--- src/design/bmf_pkg.sv ---
// ----------------------------------------------------------------------------
// bmf_pkg
// Types, codes and constants shared by the biased matrix-factorization
// SGD block: request/result words, queue entries and sequencer states.
// ----------------------------------------------------------------------------
package bmf_pkg;

  localparam int MAX_USERS_DEF   = 1024;
  localparam int MAX_ITEMS_DEF   = 1024;
  localparam int NUM_FACTORS_DEF = 9;

  // factor base address: id * NUM_FACTORS at the largest legal sizes
  localparam int BASE_W      = 22;
  localparam int QUEUE_DEPTH = 2;

  localparam logic [15:0] GLOBAL_AVG_RST   = 16'd0;
  localparam logic [15:0] LEARN_RATE_RST   = 16'd983;
  localparam logic [15:0] REG_STRENGTH_RST = 16'd6554;
  localparam logic [10:0] COUNT_RST        = 11'd0;

  // clamp bounds of the prediction, Q24.24
  localparam logic signed [47:0] PRED_LO = 48'sh0000_0100_0000;
  localparam logic signed [47:0] PRED_HI = 48'sh0000_0500_0000;

  typedef enum logic [1:0] {
    RT_TRAIN      = 2'd0,
    RT_PREDICT    = 2'd1,
    RT_LOAD_USER  = 2'd2,
    RT_LOAD_ITEM  = 2'd3
  } req_type_t;

  typedef enum logic [1:0] {
    ST_DONE   = 2'd0,
    ST_OOR    = 2'd1,
    ST_LOADED = 2'd2
  } status_t;

  typedef enum logic [2:0] {
    CFG_GLOBAL_AVG   = 3'd0,
    CFG_LEARN_RATE   = 3'd1,
    CFG_REG_STRENGTH = 3'd2,
    CFG_USER_COUNT   = 3'd3,
    CFG_ITEM_COUNT   = 3'd4
  } cfg_reg_t;

  typedef enum logic [2:0] {
    K_TRAIN,
    K_PREDICT,
    K_LOAD_U,
    K_LOAD_I,
    K_REJECT
  } kind_t;

  typedef enum logic [3:0] {
    B_CLEAR,
    B_IDLE,
    B_LOAD,
    B_BRD,
    B_BACC,
    B_DRD,
    B_DMUL,
    B_DACC,
    B_PRED,
    B_ERR,
    B_URD,
    B_UM1,
    B_UM2,
    B_UWR,
    B_OUT
  } back_state_t;

  typedef struct packed {
    req_type_t          req_type;
    logic [15:0]        user_id;
    logic [15:0]        item_id;
    logic [15:0]        rating;
    logic [5:0]         factor_index;
    logic signed [31:0] factor_value;
  } req_t;

  typedef struct packed {
    logic [15:0] prediction;
    status_t     status;
  } rsp_t;

  typedef struct packed {
    logic [15:0] global_avg;
    logic [15:0] learn_rate;
    logic [15:0] reg_strength;
    logic [10:0] user_count;
    logic [10:0] item_count;
  } cfg_t;

  typedef struct packed {
    kind_t              kind;
    logic [15:0]        uid;
    logic [15:0]        iid;
    logic [BASE_W-1:0]  ubase;
    logic [BASE_W-1:0]  ibase;
    logic [15:0]        rating;
    logic [5:0]         fidx;
    logic signed [31:0] fval;
    logic [15:0]        rej_pred;
  } entry_t;

  function automatic logic signed [31:0] sat32(input logic signed [40:0] x);
    logic signed [31:0] r;
    if (x[40:31] == '0 || x[40:31] == '1) begin
      r = x[31:0];
    end else if (x[40]) begin
      r = 32'sh8000_0000;
    end else begin
      r = 32'sh7FFF_FFFF;
    end
    return r;
  endfunction

endpackage

--- src/design/bmf_front.sv ---
// ----------------------------------------------------------------------------
// bmf_front
// Accepts request words, checks ids and factor index, and turns each into
// a queue entry with its factor base addresses precomputed.
// ----------------------------------------------------------------------------
module bmf_front #(
  parameter int MAX_USERS   = bmf_pkg::MAX_USERS_DEF,
  parameter int MAX_ITEMS   = bmf_pkg::MAX_ITEMS_DEF,
  parameter int NUM_FACTORS = bmf_pkg::NUM_FACTORS_DEF
) (
  input  logic            req_valid,
  input  bmf_pkg::req_t   req,
  output logic            req_stall,
  input  bmf_pkg::cfg_t   cfg,
  input  logic            q_full,
  input  logic            clearing,
  output logic            push,
  output bmf_pkg::entry_t entry
);

  logic uid_mem_ok, iid_mem_ok, uid_ok, iid_ok, fidx_ok;

  always_comb begin
    uid_mem_ok = {1'b0, req.user_id} < 17'(MAX_USERS);
    iid_mem_ok = {1'b0, req.item_id} < 17'(MAX_ITEMS);
    uid_ok     = uid_mem_ok && (req.user_id < {5'b0, cfg.user_count});
    iid_ok     = iid_mem_ok && (req.item_id < {5'b0, cfg.item_count});
    fidx_ok    = {1'b0, req.factor_index} < 7'(NUM_FACTORS);
  end

  always_comb begin
    entry.uid      = req.user_id;
    entry.iid      = req.item_id;
    entry.ubase    = bmf_pkg::BASE_W'(req.user_id) * bmf_pkg::BASE_W'(NUM_FACTORS);
    entry.ibase    = bmf_pkg::BASE_W'(req.item_id) * bmf_pkg::BASE_W'(NUM_FACTORS);
    entry.rating   = req.rating;
    entry.fidx     = req.factor_index;
    entry.fval     = req.factor_value;
    entry.rej_pred = '0;
    entry.kind     = bmf_pkg::K_REJECT;
    unique case (req.req_type)
      bmf_pkg::RT_TRAIN, bmf_pkg::RT_PREDICT: begin
        if (uid_ok && iid_ok) begin
          entry.kind = (req.req_type == bmf_pkg::RT_TRAIN) ? bmf_pkg::K_TRAIN
                                                           : bmf_pkg::K_PREDICT;
        end else begin
          entry.rej_pred = cfg.global_avg;
        end
      end
      bmf_pkg::RT_LOAD_USER: begin
        if (uid_mem_ok && fidx_ok) entry.kind = bmf_pkg::K_LOAD_U;
      end
      bmf_pkg::RT_LOAD_ITEM: begin
        if (iid_mem_ok && fidx_ok) entry.kind = bmf_pkg::K_LOAD_I;
      end
      default: entry.kind = bmf_pkg::K_REJECT;
    endcase
  end

  assign req_stall = q_full | clearing;
  assign push      = req_valid & ~req_stall;

endmodule

--- config.mk ---
export PLATFORM = sky130hd
export DESIGN_NAME = bmf_front
export DESIGN_NICKNAME = d
export VERILOG_FILES = /design/src/design/bmf_pkg.sv /design/src/design/bmf_front.sv
export SDC_FILE = /design/constraint.sdc
export NUM_CORES = 1
export LEC_CHECK = 0
export BUFFER_PORTS_ARGS = -buffer_cell sky130_fd_sc_hd__buf_2
export CORE_AREA = 3 3 119 121
export DETAILED_ROUTE_END_ITERATION = 16
export DIE_AREA = 0 0 122 124
export PLACE_DENSITY = 0.64
export SETUP_SLACK_MARGIN = 0.4
export SLEW_MARGIN = 25
export SYNTH_ARGS = -nofsm -noshare
export SYNTH_HDL_FRONTEND = slang
export SYNTH_SLANG_ARGS = --single-unit
export TNS_END_PERCENT = 10
--- constraint.sdc ---
create_clock -name vclk -period 2.9
set_clock_uncertainty 0.05 [all_clocks]
set_input_delay 0.435 -clock vclk [all_inputs]
set_output_delay 0.435 -clock vclk [all_outputs]
set_load 0.005 [all_outputs]
==> run metrics <==
# clk buffers=0; pre-CTS worst setup slack=-139.3 ps; area grow syn2layout=52.73%; Post-DP Area=0.003966 mm²; Synth area leaders=ha_1, buf_4, xnor2_1, a21oi_1, nor2_1; Iter 0 DRT Violations=129; WL met2=4.908 mm; WP data required=2410 ps; post-synthesis cell area=0.003028 mm²; CP Max Fanout=3; Syn Inst Count=397; die area=0.01513 mm²; first-pass GRT wire length=13.99 mm; number of global-route vias before repair=2956; Lkg Pwr=2.335 nW; outcome=finished, final reports clean; final hold vios=0; Cell Rows=42; Post-DRT Antenna Nets=0; Detail Placement HPWL=8.087 mm; GPL Wtd Cong=0.8669; post-synthesis sequential area ratio=0%; commonest non-fill, non-tap cell in the layout=buf_2; min-delay worst type=input port to output pin; Hold WS=820.0 ps; Finished Cell Area=0.004624 mm²; Min Clock Period, post-route=2830 ps; hold_sp=req[5]; critical path endpoint category=output pin; unrepaired setup endpoints after global routing=true; MaxCap Viol Count=0; Yosys top cell by area=ha_1; Pwr Density=217.2 mW/mm²; vias per cell=4.305; initial core utilization=22.96%; IO Port Bufs=180; Die Ht=124 µm; antenna violations before repair=0; setup slack after layout=70.44 ps; drt total wl=9.626 mm; f_max=0.3534 GHz; Die W=122 µm; Multi-input gate area=0.002855 mm²; endpoints failing setup=0; share of post-route cells with drive strength above 1=60.89%; Avg WL per Cell=13.41 µm; highest routed layer=met4; GRT Total Usage=11.06%; Nets=779; Synth cell types=44; Worst Hold Endpoint=entry[21]; met3 WL=524 µm; WS Path Type=input port to output pin; seq_cells=0; Hold Path Depth=0; via count=3091; DR DRC count=0; post-synth top area share=29.75%; CTS Hold Buffers Added=0; most frequent cells in the layout=buf_2, buf_4, ha_1; Arr. time, crit path=2340 ps; global route total overflow=0; ant diodes=0; period utilisation layout=97.57%; Fillers=1412; pin count of the biggest net entering global routing=10; critical path startpoint category=input port; Pre-Repair DR Iteration Count=6; wl on met1=4.170 mm; IO Count=312; Ys Warns=0; Max VDD drop=0.0001186 V; Avg Cell Area, Syn=7.627 µm²; register area=0 µm²; fin. max-slew vios=0; core outline area=0.01319 mm²
-- cell usage after synthesis, drive strengths merged (4+ instances only) --
library cell	instances
xor2	7
buf	97
nand2	23
a21o	9
o21ai	11
inv	24
and2	17
nand4	6
nor3	5
a21oi	22
nand3	11
ha	72
o21a	4
xnor2	17
a31oi	5
nor2	26
a211oi	7
-- power by group --
part,internal [mW],switching (mW),total (mW)
clock network,0,0,0
logic,0.547,0.458,1.00
registers,0,0,0
-- stage by stage --
step / TNS, ps / std cells / total power [mW] / util [%]
2_1_floorplan: 0 / 400 / 0.5461 / -
3_3_place_gp: -1430 / 714 / 0.8392 / 30.07
3_5_place_dp: -2277 / 714 / 0.8440 / 30.07
4_1_cts: 0 / 717 / 0.9062 / 32.16
5_1_grt: -97.39 / 718 / 1.119 / 35.06
6_report: 0 / 718 / 1.005 / 35.06
-- cell type report --
type                       instances  area share [%]
timing repair buffer             239           31.49
inverter                          24           2.002
multi-input combinational        279           61.74
tap                              176           4.762
-- how the worst max path moves through the flow --
stage | from | to | slack [ps] | cells past startpoint
CTS | req[59] | entry[84] | 20 | 11
global placement | req[63] | entry[5] | -80 | 9
floorplan | req[55] | entry[84] | 350 | 9
global route | req[56] | entry[89] | -50 | 11
finish | req[56] | entry[84] | 70 | 11
detailed placement | req[63] | entry[5] | -140 | 9
-- metal layers --
metal / GRT usage (%) / vias up
met5: 0 / -
met4: 0.5602 / 0
met3: 1.362 / 10
met2: 19.51 / 106
met1: 15.16 / 1390
li1: - / 1585
-- critical path: stages --
cell and delay, ps:
buf_8 100, ha_4 240, buf_6 110, fa_2 410, a21oi_4 150, o211ai_1 120
a31oi_1 260, o21bai_1 110, a21oi_2 140, xnor2_1 120, buf_2 130
-- kinds of logic after synthesis --
kind of cell    share of synthesized area, %
compound gates                         15.99
xor+xnor                               6.942
fa+ha+maj                              31.07
buf+inv                                27.27
mux                                   0.3306
other cells                           0.1238
simple gates                           18.26
-- repair_timing --
action                     CTS  global route
gates resized for setup     50            64
pin swaps                   36            45
buffers inserted             2             1
setup endpoints to repair   40            41
cloned                       1             0
(Power assumes the default switching activity.)
