--- src/design/bmf_pkg.sv ---
// ----------------------------------------------------------------------------
// bmf_pkg
// Types, codes and constants shared by the biased matrix-factorization
// SGD block: request/result words, queue entries and sequencer states.
// ----------------------------------------------------------------------------
package bmf_pkg;

  localparam int MAX_USERS_DEF   = 1024;
  localparam int MAX_ITEMS_DEF   = 1024;
  localparam int NUM_FACTORS_DEF = 9;

  // factor base address: id * NUM_FACTORS at the largest legal sizes
  localparam int BASE_W      = 22;
  localparam int QUEUE_DEPTH = 2;

  localparam logic [15:0] GLOBAL_AVG_RST   = 16'd0;
  localparam logic [15:0] LEARN_RATE_RST   = 16'd983;
  localparam logic [15:0] REG_STRENGTH_RST = 16'd6554;
  localparam logic [10:0] COUNT_RST        = 11'd0;

  // clamp bounds of the prediction, Q24.24
  localparam logic signed [47:0] PRED_LO = 48'sh0000_0100_0000;
  localparam logic signed [47:0] PRED_HI = 48'sh0000_0500_0000;

  typedef enum logic [1:0] {
    RT_TRAIN      = 2'd0,
    RT_PREDICT    = 2'd1,
    RT_LOAD_USER  = 2'd2,
    RT_LOAD_ITEM  = 2'd3
  } req_type_t;

  typedef enum logic [1:0] {
    ST_DONE   = 2'd0,
    ST_OOR    = 2'd1,
    ST_LOADED = 2'd2
  } status_t;

  typedef enum logic [2:0] {
    CFG_GLOBAL_AVG   = 3'd0,
    CFG_LEARN_RATE   = 3'd1,
    CFG_REG_STRENGTH = 3'd2,
    CFG_USER_COUNT   = 3'd3,
    CFG_ITEM_COUNT   = 3'd4
  } cfg_reg_t;

  typedef enum logic [2:0] {
    K_TRAIN,
    K_PREDICT,
    K_LOAD_U,
    K_LOAD_I,
    K_REJECT
  } kind_t;

  typedef enum logic [3:0] {
    B_CLEAR,
    B_IDLE,
    B_LOAD,
    B_BRD,
    B_BACC,
    B_DRD,
    B_DMUL,
    B_DACC,
    B_PRED,
    B_ERR,
    B_URD,
    B_UM1,
    B_UM2,
    B_UWR,
    B_OUT
  } back_state_t;

  typedef struct packed {
    req_type_t          req_type;
    logic [15:0]        user_id;
    logic [15:0]        item_id;
    logic [15:0]        rating;
    logic [5:0]         factor_index;
    logic signed [31:0] factor_value;
  } req_t;

  typedef struct packed {
    logic [15:0] prediction;
    status_t     status;
  } rsp_t;

  typedef struct packed {
    logic [15:0] global_avg;
    logic [15:0] learn_rate;
    logic [15:0] reg_strength;
    logic [10:0] user_count;
    logic [10:0] item_count;
  } cfg_t;

  typedef struct packed {
    kind_t              kind;
    logic [15:0]        uid;
    logic [15:0]        iid;
    logic [BASE_W-1:0]  ubase;
    logic [BASE_W-1:0]  ibase;
    logic [15:0]        rating;
    logic [5:0]         fidx;
    logic signed [31:0] fval;
    logic [15:0]        rej_pred;
  } entry_t;

  function automatic logic signed [31:0] sat32(input logic signed [40:0] x);
    logic signed [31:0] r;
    if (x[40:31] == '0 || x[40:31] == '1) begin
      r = x[31:0];
    end else if (x[40]) begin
      r = 32'sh8000_0000;
    end else begin
      r = 32'sh7FFF_FFFF;
    end
    return r;
  endfunction

endpackage

--- src/design/bmf_queue.sv ---
// ----------------------------------------------------------------------------
// bmf_queue
// Short FIFO of classified entries between the front and the back end.
// ----------------------------------------------------------------------------
module bmf_queue (
  input  logic            clk,
  input  logic            rst,
  input  logic            push,
  input  bmf_pkg::entry_t push_entry,
  output logic            full,
  input  logic            pop,
  output logic            head_valid,
  output bmf_pkg::entry_t head
);

  localparam int D  = bmf_pkg::QUEUE_DEPTH;
  localparam int PW = (D > 1) ? $clog2(D) : 1;
  localparam int CW = $clog2(D + 1);

  bmf_pkg::entry_t slots [D];
  logic [PW-1:0] wr_ptr, rd_ptr;
  logic [CW-1:0] count;

  assign full       = (count == CW'(D));
  assign head_valid = (count != '0);
  assign head       = slots[rd_ptr];

  always_ff @(posedge clk) begin
    if (push) slots[wr_ptr] <= push_entry;
  end

  always_ff @(posedge clk) begin
    if (rst) begin
      wr_ptr <= '0;
      rd_ptr <= '0;
      count  <= '0;
    end else begin
      if (push) wr_ptr <= (wr_ptr == PW'(D - 1)) ? '0 : wr_ptr + 1'b1;
      if (pop)  rd_ptr <= (rd_ptr == PW'(D - 1)) ? '0 : rd_ptr + 1'b1;
      if (push && !pop) count <= count + 1'b1;
      else if (pop && !push) count <= count - 1'b1;
    end
  end

endmodule

--- config.mk ---
export PLATFORM = sky130hd
export DESIGN_NAME = bmf_queue
export DESIGN_NICKNAME = d
export VERILOG_FILES = /design/src/design/bmf_pkg.sv /design/src/design/bmf_queue.sv
export SDC_FILE = /design/constraint.sdc
export NUM_CORES = 1
export LEC_CHECK = 0
export ABC_AREA = 1
export BUFFER_PORTS_ARGS = -buffer_cell sky130_fd_sc_hd__clkbuf_2
export CAP_MARGIN = 20
export CORE_UTILIZATION = 25
export CTS_BUF_LIST = sky130_fd_sc_hd__clkbuf_8
export CTS_CLUSTER_DIAMETER = 40
export CTS_CLUSTER_SIZE = 8
export DETAILED_ROUTE_END_ITERATION = 12
export PLACE_DENSITY_LB_ADDON = 0.3
export SYNTH_ARGS = -nofsm -noshare
export SYNTH_HDL_FRONTEND = slang
export SYNTH_SLANG_ARGS = --single-unit
--- constraint.sdc ---
create_clock -name clk -period 16.8 [get_ports clk]
set_input_delay 3.36 -clock clk [delete_from_list [all_inputs] [get_ports clk]]
set_output_delay 3.36 -clock clk [all_outputs]
set_load 0.01 [all_outputs]
==> results of run 1 <==
state kept, by name (all words and copies together) (netlist names), named ones only:
register / cells
rd_ptr: 1
count: 2
slots: 298
wr_ptr: 1
through the flow:
step           setup slack [ns]  power [mW]  instance area [um^2]  hold WS [ns]  std cells
3_5_place_dp              10.84        1.10                 13600         0.504       1381
4_1_cts                   10.14        1.73                 14500         0.527       1459
2_1_floorplan              6.51        1.02                 11400         0.480        497
5_1_grt                   10.07        1.77                 14500         0.569       1459
6_report                  10.31        1.69                 14500         0.521       1459
3_3_place_gp              10.84        1.09                 13600         0.498       1381
area by class of cell:
class,instances,area share (%)
timing repair buffer,309,10.8
inverter,9,0.268
sequential,303,62.5
clock buffer,52,4.94
clock inverter,26,1.43
multi-input combinational,168,14.9
tap,592,5.12
how the worst max path moves through the flow:
stage               from                     to  slack (ns)  cells past startpoint
2_1_floorplan       push  slots[0][0]$_DFFE_PP_        6.51                      2
3_3_place_gp   flip-flop              head[119]       10.84                      3
3_5_place_dp   flip-flop                head[2]       10.84                      3
4_1_cts        flip-flop              head[125]       10.14                      3
5_1_grt        flip-flop              head[123]       10.07                      3
6_report       flip-flop              head[124]       10.31                      3
routing by layer:
metal | share of wire (%) | GRT usage, %
met2 | 47 | 15.9
met1 | 40 | 11.1
met4 | 3.4 | 5.11
met3 | 8.7 | 4.16
met5 | 0 | 0
power groups by stage:
stage | clock (mW) | combinational [mW] | sequential (mW)
after detailed placement | 0 | 0.188 | 0.908
final | 0.612 | 0.183 | 0.891
after CTS | 0.645 | 0.189 | 0.892
after global routing | 0.673 | 0.199 | 0.895
after global placement | 0 | 0.187 | 0.906
after floorplan | 0 | 0.119 | 0.905
cells by family (layout without fill, tap and decap cells):
family          after synthesis  in the layout  share of synthesized area, %
buf+inv                      26            396                          1.81
xor+xnor                      1              1                        0.0768
flops                       303            303                          79.3
compound gates                2              2                        0.0877
simple gates                 15             15                         0.537
fa+ha+maj                     1              1                         0.110
mux                         149            149                          18.0
cells in the final DEF, fill, tap and decap left out, types with 4 or more instances in the layout:
cell type  count
clkbuf_2     303
edfxtp_1     298
mux2_4       101
clkbuf_8      52
mux2_2        48
inv_1         15
clkinv_2       7
nand2_1        6
buf_4          6
nor2_1         5
clkinv_1       4
dfxtp_1        4
worst register-to-register path, cell delays in order (launching register included):
cell and delay (ns):
dfxtp_1 0.39, nand2_1 0.13, inv_6 0.61, buf_4 0.99
==> impl_metrics.json, run 1 <==
{
  "antenna_found_initial": 0,
  "ff2ff_setup_slack_ns": 14.23,
  "coreArea_um2": 44600,
  "holdCritStartpoint": "rd_ptr$_SDFFE_PP0P_",
  "dp_hpwl_mm": 14.9,
  "fin_skew_ns": 0.0253,
  "dr.pass1.iters": 3,
  "r2r_end": "slots[1][102]$_DFFE_PP_",
  "p_leak_nw": 5.65,
  "start_util_pct": 25.6,
  "maxCapViolCount": 0,
  "synth-seq-cells": 303,
  "syn_inst": 497,
  "slowest_delay_ns": 0.96,
  "synth_edf_count": 298,
  "outcome": "completed",
  "post_cts_buffers": 0,
  "fin_util_pct": 32.4,
  "ant_nets": 0,
  "power.share.clock_pct": 36.3,
  "yosys.cell_types.count": 16,
  "grt_overflow_total": 0,
  "yosysMostFrequentCell": "edfxtp_1",
  "hold_path_class": "reg2reg",
  "cts_tree": "built",
  "num_vias": 5718,
  "fin_nets": 996,
  "cts_resized": 0,
  "critPathSlowestCell": "dfxtp_4",
  "critPathLaunchType": "flip-flop",
  "diodes": 0,
  "timing.fmax_mhz": 154,
  "die_area_um2": 46500,
  "clock_path_buffers": 3,
  "rr_worst_depth": 3,
  "max-slew-margin-rel_pct": 28.9,
  "synth_warnings": 0,
  "fillerInstances": 4391,
  "ctsHoldBuffers": 0,
  "register_area_um2": 9050,
  "tightest_slew_ns": 1.07,
  "seqPwrFrac_pct": 52.8,
  "crit_fanout": 57,
  "grt_usage_pct": 9.87,
  "ys_async_sr_fraction_pct": 0,
  "rows": 77,
  "cts_sinks": 303,
  "fp.dieW_um": 216,
  "grt_max_degree": 86,
  "grt_pass1_vias": 6118,
  "p_per_area_nw_per_um2": 117,
  "critPathTopFamily": "buffers and inverters",
  "wire_per_inst_um": 15.9,
  "holdPathEnd": "rd_ptr$_SDFFE_PP0P_",
  "crit_chain": "buf_4 > mux2_2 > clkbuf_2",
  "end_kind": "primary output",
  "finalCriticalPeriod_ns": 6.49,
  "multi_input_area_um2": 2160,
  "area_growth_pct": 26.9,
  "layout-drive-gt1-share_pct": 60.9,
  "cts_buffers": 51,
  "post-route-period-util_pct": 38.6,
  "path_clk_slew_ns": 0.06,
  "yosys-top-cells-count": "298 x edfxtp_1, 101 x mux2_4, 48 x mux2_2",
  "netlist_area_um2": 11400,
  "drtIter0Drc": 167,
  "grt_pass1_wl_mm": 34.8,
  "p_int_mw": 1.30,
  "worstPathRequired_ns": 13.44,
  "seq_area_frac_synth_pct": 79.3,
  "h-tree-depth": 2,
  "synth.top_cells.by_area": "edfxtp_1 78%, mux2_4 13%, mux2_2 4.7%, buf_6 1.4%, dfxtp_1 0.88%",
  "root_buffer": "clkbuf_8",
  "ir_drop_mv": 0.0628,
  "synth-main-ff-cell": "edfxtp_1",
  "worst-path-buf-inv": 2,
  "place.gp.congestion": 0.684,
  "synth_top_area_share_pct": 78.5,
  "r2r-start": "wr_ptr$_SDFFE_PP0P_",
  "io_pins": 304,
  "p_sw_share_pct": 22.9,
  "routed_wl_mm": 23.1,
  "comb_power_share_pct": 10.9,
  "drc_errors": 0,
  "portBuffers": 303,
  "syn_avg_cell_area_um2": 22.9,
  "hold_path_depth": 2,
  "fin_setup_tns_ns": 0,
  "setup_viol": 0,
  "arrival_ns": 3.13,
  "insertion_delay_ns": 0.60,
  "hold_violations": 0,
  "die_h_um": 216,
  "grt_setup_unrepaired": "no",
  "vias_per_cell": 3.92,
  "synth_fp_nets": 651,
  "path_class": "reg2out",
  "synth_largest_area_cell": "edfxtp_1",
  "slew_viol_final": 0,
  "p_switching_mw": 0.387
}
Note: power is estimated with default switching activity, not from simulation.
==> run 2: changes to the inputs <==
ABC_AREA = 0   (was 1)
clock period = 5.4 ns   (was 16.8 ns; I/O delays follow)
==> run 2 against run 1 <==
  * Sequential cell count did not move
  * Final area fell by 0.33%
  * Synthesized cell count fell by 2.2%
  * Largest cell class unchanged
==> impl_metrics.json, run 2 <==
{
  "slew_viol_final": 0,
  "syn_inst": 486,
  "crit_fanout": 53,
  "fp.dieW_um": 215,
  "ant_nets": 0,
  "maxCapViolCount": 0,
  "r2r_end": "slots[1][60]$_DFFE_PP_",
  "synth_warnings": 0,
  "fin_skew_ns": 0.0213,
  "die_area_um2": 46400,
  "top_register": "slots",
  "end_kind": "primary output",
  "syn_avg_cell_area_um2": 23.4,
  "yosys.cell_types.count": 17,
  "dr.pass1.iters": 4,
  "area_growth_pct": 26.7,
  "grt_max_degree": 86,
  "outcome": "completed",
  "total_power_mw": 5.19,
  "h-tree-depth": 2,
  "cts_tree": "built",
  "seq_area_frac_synth_pct": 79.5,
  "netlist_area_um2": 11400,
  "grt_overflow_total": 0,
  "synth-main-ff-cell": "edfxtp_1",
  "cts_resized": 0,
  "critPathCapture": "head[0]",
  "vias_per_cell": 3.87,
  "synth_edf_count": 298,
  "post-route-period-util_pct": 67.4,
  "layout.cells.most_common": "clkbuf_2",
  "clock_path_buffers": 3,
  "p_leak_nw": 5.61,
  "num_vias": 5597,
  "hold_path_class": "reg2reg",
  "arrival_ns": 2.56,
  "die_h_um": 215,
  "yosys-top-cells-count": "298 x edfxtp_1, 101 x mux2_4, 48 x mux2_2",
  "biggestRegsByFlops": "slots (298), count (2)",
  "worst-path-buf-inv": 2,
  "fin_setup_tns_ns": 0,
  "multi_input_area_um2": 2170,
  "path_class": "reg2out",
  "synth_top_area_share_pct": 78.6,
  "final_cell_mix": "303 x clkbuf_2, 298 x edfxtp_1, 101 x mux2_4",
  "place.gp.congestion": 0.722,
  "synth_largest_area_cell": "edfxtp_1",
  "critPathTopFamily": "flip-flops",
  "setup_viol": 0,
  "cts_buffers": 50,
  "grt_pass1_wl_mm": 34.7,
  "max-slew-margin-rel_pct": 37.2,
  "synth_fp_nets": 640,
  "tightest_slew_ns": 0.942,
  "layout-drive-gt1-share_pct": 61.3,
  "diodes": 0,
  "r2r-start": "wr_ptr$_SDFFE_PP0P_",
  "rows": 77,
  "routed_wl_mm": 23.1,
  "grt_usage_pct": 9.83,
  "yosysMostFrequentCell": "edfxtp_1",
  "critPathSlowestCell": "dfxtp_4",
  "timing.fmax_mhz": 275,
  "path_clk_slew_ns": 0.06,
  "ctsHoldBuffers": 0,
  "drtIter0Drc": 192,
  "ys_async_sr_fraction_pct": 0,
  "fillerInstances": 4339,
  "dp_slack_ns": 2.35,
  "drc_errors": 0,
  "post_cts_buffers": 0,
  "worstPathRequired_ns": 4.32,
  "critical_path_depth": 3,
  "io_pins": 304,
  "portBuffers": 303,
  "root_buffer": "clkbuf_8",
  "cts_sinks": 303,
  "fin_util_pct": 32.3,
  "antenna_found_initial": 0,
  "grt_pass1_vias": 6091,
  "final_cell_area_um2": 14400,
  "ff2ff_setup_slack_ns": 3.21,
  "insertion_delay_ns": 0.59,
  "rr_worst_depth": 2,
  "wire_per_inst_um": 15.9,
  "setup_slack_ns": 1.76,
  "p_per_area_nw_per_um2": 360,
  "crit_chain": "buf_12 > mux2_2 > clkbuf_2",
  "coreArea_um2": 44600,
  "ir_drop_mv": 0.208,
  "critPathLaunchType": "flip-flop",
  "fin_cells": 1448,
  "largest_register_ffs": 298,
  "synth-seq-cells": 303,
  "dp_cells": 1370,
  "slowest_delay_ns": 0.90,
  "finalCriticalPeriod_ns": 3.64,
  "post_dp_cell_area_um2": 13600,
  "holdWs_ns": 0.516,
  "dp_hpwl_mm": 15.1,
  "grt_setup_unrepaired": "no",
  "register_area_um2": 9050,
  "synth.top_cells.by_area": "edfxtp_1 79%, mux2_4 13%, mux2_2 4.7%, buf_6 1.4%, dfxtp_1 0.88%",
  "hold_violations": 0,
  "fin_nets": 984,
  "start_util_pct": 25.5
}
run 2: worst min-delay path by stage:
stage	start	end	slack [ns]	depth (start not counted)
floorplan	count[1]$_SDFFE_PP0P_	count[1]$_SDFFE_PP0P_	0.46	2
global placement	count[1]$_SDFFE_PP0P_	count[1]$_SDFFE_PP0P_	0.49	2
detailed placement	count[1]$_SDFFE_PP0P_	count[1]$_SDFFE_PP0P_	0.51	2
CTS	count[1]$_SDFFE_PP0P_	count[1]$_SDFFE_PP0P_	0.52	2
global route	count[1]$_SDFFE_PP0P_	count[1]$_SDFFE_PP0P_	0.54	2
finish	rd_ptr$_SDFFE_PP0P_	rd_ptr$_SDFFE_PP0P_	0.52	2
run 2: power by group:
| part | switching [mW] | total (mW) | leakage [nW] | internal (mW) |
|---|---|---|---|---|
| Combinational | 0.304 | 0.610 | 2.29 | 0.307 |
| Sequential | 0.0509 | 2.80 | 2.84 | 2.75 |
| Clock | 0.864 | 1.78 | 0.474 | 0.916 |
| Total | 1.22 | 5.19 | 5.61 | 3.97 |
run 2: final cells by class:
cell class	instances	area share, %
Inverter	1	0.0260
Timing Repair Buffer	309	11.1
Clock buffer	51	4.87
Sequential cell	303	62.7
Multi-Input combinational cell	165	15.0
Clock inverter	27	1.09
Tap cell	592	5.13
run 2: per-layer routing:
metal / global-route usage, % / part of all wire, % / up-vias
met5: 0 / 0 / -
met4: 4.52 / 2.7 / 0
met3: 4.03 / 8.9 / 44
met2: 15.6 / 47 / 209
met1: 11.6 / 41 / 2732
li1: - / - / 2612
run 2: logic make-up after synthesis:
group / Yosys count / synth area share (%)
AND/OR/NAND/NOR: 9 / 0.407
buffers and inverters: 18 / 1.55
adder cells (fa/ha/maj): 1 / 0.110
multiplexers: 149 / 18.1
AO/OA/AOI/OAI: 2 / 0.0878
XOR/XNOR: 4 / 0.308
flip-flops: 303 / 79.5
run 2: worst reg2reg max path: cells and delay by family (launching register included):
kind / cells / cell delay, ns
buf+inv: 1 / 0.44
flops: 1 / 0.40
simple gates: 1 / 0.78
